<file path="config.mk">
export PLATFORM = sky130hd
export DESIGN_NAME = sdf_ctrl
export DESIGN_NICKNAME = d
export VERILOG_FILES = /design/src/rtl/core/sdf_pkg.sv /design/src/rtl/core/sdf_ctrl.sv
export SDC_FILE = /design/constraint.sdc
export NUM_CORES = 1
export LEC_CHECK = 0
export ABC_AREA = 1
export BUFFER_PORTS_ARGS = -buffer_cell sky130_fd_sc_hd__buf_2
export CAP_MARGIN = 30
export CORE_AREA = 2 2 39 41
export DETAILED_ROUTE_END_ITERATION = 10
export DIE_AREA = 0 0 41 43
export HOLD_SLACK_MARGIN = 0.02
export SKIP_LAST_GASP = 1
export SLEW_MARGIN = 10
export SYNTH_ARGS = -nofsm -noshare
export SYNTH_HDL_FRONTEND = slang
export SYNTH_SLANG_ARGS = --single-unit
</file>
<file path="constraint.sdc">
create_clock -name i_clk -period 1.4 [get_ports i_clk]
set_input_delay 0.14 -clock i_clk [delete_from_list [all_inputs] [get_ports i_clk]]
set_output_delay 0.14 -clock i_clk [all_outputs]
set_load 0.005 [all_outputs]
</file>
<file path="src/rtl/core/sdf_pkg.sv">
// Shared types and constants for the stream duplicate filter.
package sdf_pkg;

    localparam int TABLE_DEPTH = 256;
    localparam int ADDR_W      = $clog2(TABLE_DEPTH);
    localparam int CNT_W       = $clog2(TABLE_DEPTH + 1);
    localparam int VAL_W       = 32;

    typedef struct packed {
        logic signed [VAL_W-1:0] value;
        logic                    start_req;
    } t_in_item;

    typedef struct packed {
        logic signed [VAL_W-1:0] value_res;
        logic                    overflow;
    } t_out_item;

    // controller -> datapath
    typedef struct packed {
        logic load;   // latch input item, clear table on start_req
        logic scan;   // issue next table read
        logic emit;   // load result register, store value if room
    } t_sdf_cmd;

    // datapath -> controller
    typedef struct packed {
        logic hit;       // returned entry equals current value
        logic done;      // all entries read and compared
        logic out_free;  // result register can take an item this cycle
    } t_sdf_sts;

endpackage

</file>
<file path="src/rtl/core/sdf_ctrl.sv">
// Control state machine of the stream duplicate filter.
module sdf_ctrl (
    input  logic             i_clk,
    input  logic             i_rst_n,
    input  logic             i_valid,
    output logic             o_ready,
    input  sdf_pkg::t_sdf_sts i_sts,
    output sdf_pkg::t_sdf_cmd o_cmd
);
    import sdf_pkg::*;

    localparam logic [1:0] ST_IDLE = 2'd0;
    localparam logic [1:0] ST_SCAN = 2'd1;
    localparam logic [1:0] ST_EMIT = 2'd2;

    logic [1:0] r_state;
    logic [1:0] n_state;

    always_comb begin
        n_state  = r_state;
        o_cmd    = '0;
        o_ready  = 1'b0;
        case (r_state)
            ST_IDLE: begin
                o_ready = 1'b1;
                if (i_valid) begin
                    o_cmd.load = 1'b1;
                    n_state    = ST_SCAN;
                end
            end
            ST_SCAN: begin
                o_cmd.scan = 1'b1;
                if (i_sts.hit) begin
                    n_state = ST_IDLE;      // duplicate: drop
                end else if (i_sts.done) begin
                    n_state = ST_EMIT;
                end
            end
            ST_EMIT: begin
                if (i_sts.out_free) begin
                    o_cmd.emit = 1'b1;
                    n_state    = ST_IDLE;
                end
            end
            default: begin
                n_state = ST_IDLE;
            end
        endcase
    end

    always_ff @(posedge i_clk) begin
        if (!i_rst_n) begin
            r_state <= ST_IDLE;
        end else begin
            r_state <= n_state;
        end
    end

endmodule

</file>
Word-level counts from Yosys, hierarchy flattened
Cells that the tools add are included.
{ "op_classes": {"n_eq_ne": 5, "n_mux": 11, "n_reduce_logical": 2} }
{ "op_table": {"columns": ["op", "count"], "rows": [
  ["two-way mux 2 bit", 4],
  ["two-way mux 1 bit", 6],
  ["one-hot mux 2 bit (3 select lines)", 1],
  ["!= test 2 bit (second input constant)", 2],
  ["!= test 3 bit (second input constant)", 1],
  ["AND reduction 3 bit", 1],
  ["== test 2 x 1 -> 1 bit (second input constant)", 1],
  ["== test 2 bit (second input constant)", 1],
  ["logical NOT 2 bit", 1]
]} }
{ "word_totals": {"reg_bits": 2, "inputBits": 6, "word_cells": 19} }

Depth between registers and ports, before layout
{ "depth": {"word_depth": 3, "ltp_mapped": 5, "ltp_nobuf": 5} }

Worst setup path after synthesis
Ideal clock, no wire load.
{ "synth_timing": {"path_type": "flip-flop to output port", "startpoint": "reg r_state[1]", "endpoint": "out o_cmd[0] in the netlist's numbering", "arrival_time_ns": 0.668, "setup_slack_ns": 0.592, "stages_incl_launch_ff": 3, "n_path_buf": 0, "cell_sequence": "dfxtp_1 > inv_1 > nor3_1"} }
{ "synth_rtl": {"columns": ["element", "line", "rtl"], "rows": [
  ["start: declaration", "sdf_ctrl.sv:16", "logic [1:0] r_state;"],
  ["start signal: assignment", "sdf_ctrl.sv:55", "r_state <= n_state;"],
  ["end: declaration", "sdf_ctrl.sv:8", "output sdf_pkg::t_sdf_cmd o_cmd"]
]} }

==> results.md <==
* Deepest clock path buffer count at 2
* Utilization after layout at 0.1618
* Register area share after synthesis at 0.2936
* Critical Path End Type: output port
* Area growth from synthesis to layout at 64.22%
* Clock transition at path regs at ~30 ps
* Global route overflow at 0
* Clock latency at the later pin of the worst-skew pair at 220 ps
* Tcrit/Tclk final at 0.8231
* Mapped cell area at 136.4 um^2
* FILL cells at about 160
* Root Driver: clkbuf_4
* DIE AREA at between 0.0015 and 0.002 mm^2
* Commonest cells after routing, fill and taps aside: 9 x buf_2, 6 x inv_1, 3 x nand2_1, 3 x nand3_1, 3 x clkbuf_4
* RePlAce Congestion at 0.6987
* Most flops, register: r_state
* Num CTS Buffers at 3
* Startpoint type of the worst setup path: flop
* Cts repair resizes at 0
* Drt drc at 0
* Proportion of power drawn by flip-flops and latches at 0.284
* Synth Instances at 22
* Slew HR at 0.8707
* Share of cells above drive strength 1 at 0.4706
* FF+latch count, synth at 2
* Final setup violation count at 0
* Largest regs: r_state: 2 flops
* Final Hold Violating Endpoints at 0
* Total of max-cap violations at 0
* Vias in the first global route at between 100 and 150
* Post-CTS Setup Repair Bufs at 0
* Tightest Pin Transition at just under 200 ps
* Initial antenna violation count at 0
* Critical path required time at roughly 1300 ps
* Peak VDD IR at between 0.2 and 0.25 mV
* Initial Util at 0.09855
* Drt initial violations at 0
* Logic pwr share at 0.161
* Power per cell area at roughly 1000 mW/mm^2
* Drt first pass iters at 1
* Final wirelength at just under 300 um
* Cell accounting for the most synthesized area: dfxtp_1
* Worst Path Arrival at 1010 ps
* Max reg flops at 2
* Via-to-Cell Ratio at 3.360
* CTS tree: built
* Min Clock Period, post-route at 1152 ps
* Final antenna diode count at 0
* Critical path fanouts, max at 4
* Fin. max-slew vios at 0
* Clock network fraction of total power at 0.555
* Floorplan row count at 14
* Average cell area after synthesis at approximately 6.2 um^2
* Die Width at around 41 um
* ANT nets after route at 0
* Die Y at 43 um
* P_sw at 0.05260 mW
* IO Pins at 10
* Syn. warnings at 0
* Worst Clk Skew at around 1.7 ps
* H-tree depth at 1
* Sink Count at 2
* Port Buffers at 9
* Synth unique cells at 11
* Switching fraction of total power at 0.2332
* CTS Hold Bufs at 0
* Largest net degree at the start of global routing at 5
* Fin nets at 42
* Critical path class: flop to output port
* Post-DP HPWL at 248.6 um
* Core area at ~0.0014 mm^2
* RSZ-0062 raised after global routing: no
* Hold slack at between 150 and 200 ps
* Most common cell after layout, fill and taps aside: buf_2
* Share of the synthesized area in the top cell type at 0.2936
* Ranking of synthesized cells by area: dfxtp_1 29%, inv_1 17%, nand3_1 11%, nand2_1 8.3%, nor2_4 8.3%
* Wirelength per Cell at 5.900 um
* First-pass GRT wire length at 469 um
* Post-Synthesis Net Count at 28
* Worst Hold Class: input pin to flop
* Max Fclk at between 0.8 and 0.9 GHz
* Status: finished, final reports clean
* Pint at ~0.17 mW
* Overall Global Routing Usage at 0.05005
* Final TNS setup at 0 ps
* Vias at roughly 170
* Leakage power at approximately 0.12 nW
## layer usage
layer	share of wire	GRT usage	vias to the layer above
li1	-	-	89
met2	0.51	0.05625	4
met3	0.11	0.06283	0
met5	0	0	-
met1	0.38	0.03503	75
met4	0	0.06000	0
## critical path, cell delays in order, from the launching register on
cell and delay [ps]:
dfxtp_1 410, inv_1 80, nor3_1 160, buf_2 140
## stage by stage
stage / area (um^2) / setup WS [ps] / cells / power (mW)
after detailed placement: 201.4 / 480.3 / 47 / 0.1019
final: 224.0 / 247.7 / 50 / 0.2256
after CTS: 224.0 / 233.5 / 50 / 0.2384
after global placement: 201.4 / 490.2 / 47 / 0.1014
after global routing: 224.0 / 150.0 / 50 / 0.2567
after floorplan: 136.4 / 591.9 / 22 / 0.08491
## cell type report
cell class	count	area, um^2	area share
Clock buffer	3	22.52	0.1006
Multi-Input combinational cell	13	70.07	0.3128
Sequential cell	2	40.04	0.1788
Inverter	7	26.28	0.1173
Timing Repair Buffer	9	45.04	0.2011
Tap cell	16	20.02	0.08939
## final timing paths
check	startpoint	end	slack [ps]	cells past startpoint
max	r_state[1]	o_cmd[0]	250	3
min	i_rst_n	r_state[0]	180	2
max reg2reg	r_state[1]	r_state[1]	600	5
min reg2reg	r_state[0]	r_state[1]	600	4
## power by group through the flow
stage	sequential, mW	combinational, mW	clock, mW
after floorplan	0.0643	0.0206	0
after global placement	0.0648	0.0366	0
after detailed placement	0.0648	0.0372	0
after CTS	0.0641	0.0373	0.137
after global routing	0.0643	0.0412	0.151
final	0.0640	0.0364	0.125
## cells in the mapped netlist
cell type / instances
nor3_1: 1
nand3_1: 3
nand2_1: 3
nor2_2: 1
nand2_2: 1
inv_1: 6
inv_2: 1
nor2_1: 2
nor2_4: 1
a21boi_1: 1
dfxtp_1: 2
## kinds of logic after synthesis
kind of cell / count (synthesis) / synth area share
flops: 2 / 0.2936
buf+inv: 7 / 0.1926
compound gates: 1 / 0.05507
simple gates: 12 / 0.4587
(Power assumes the default switching activity.)
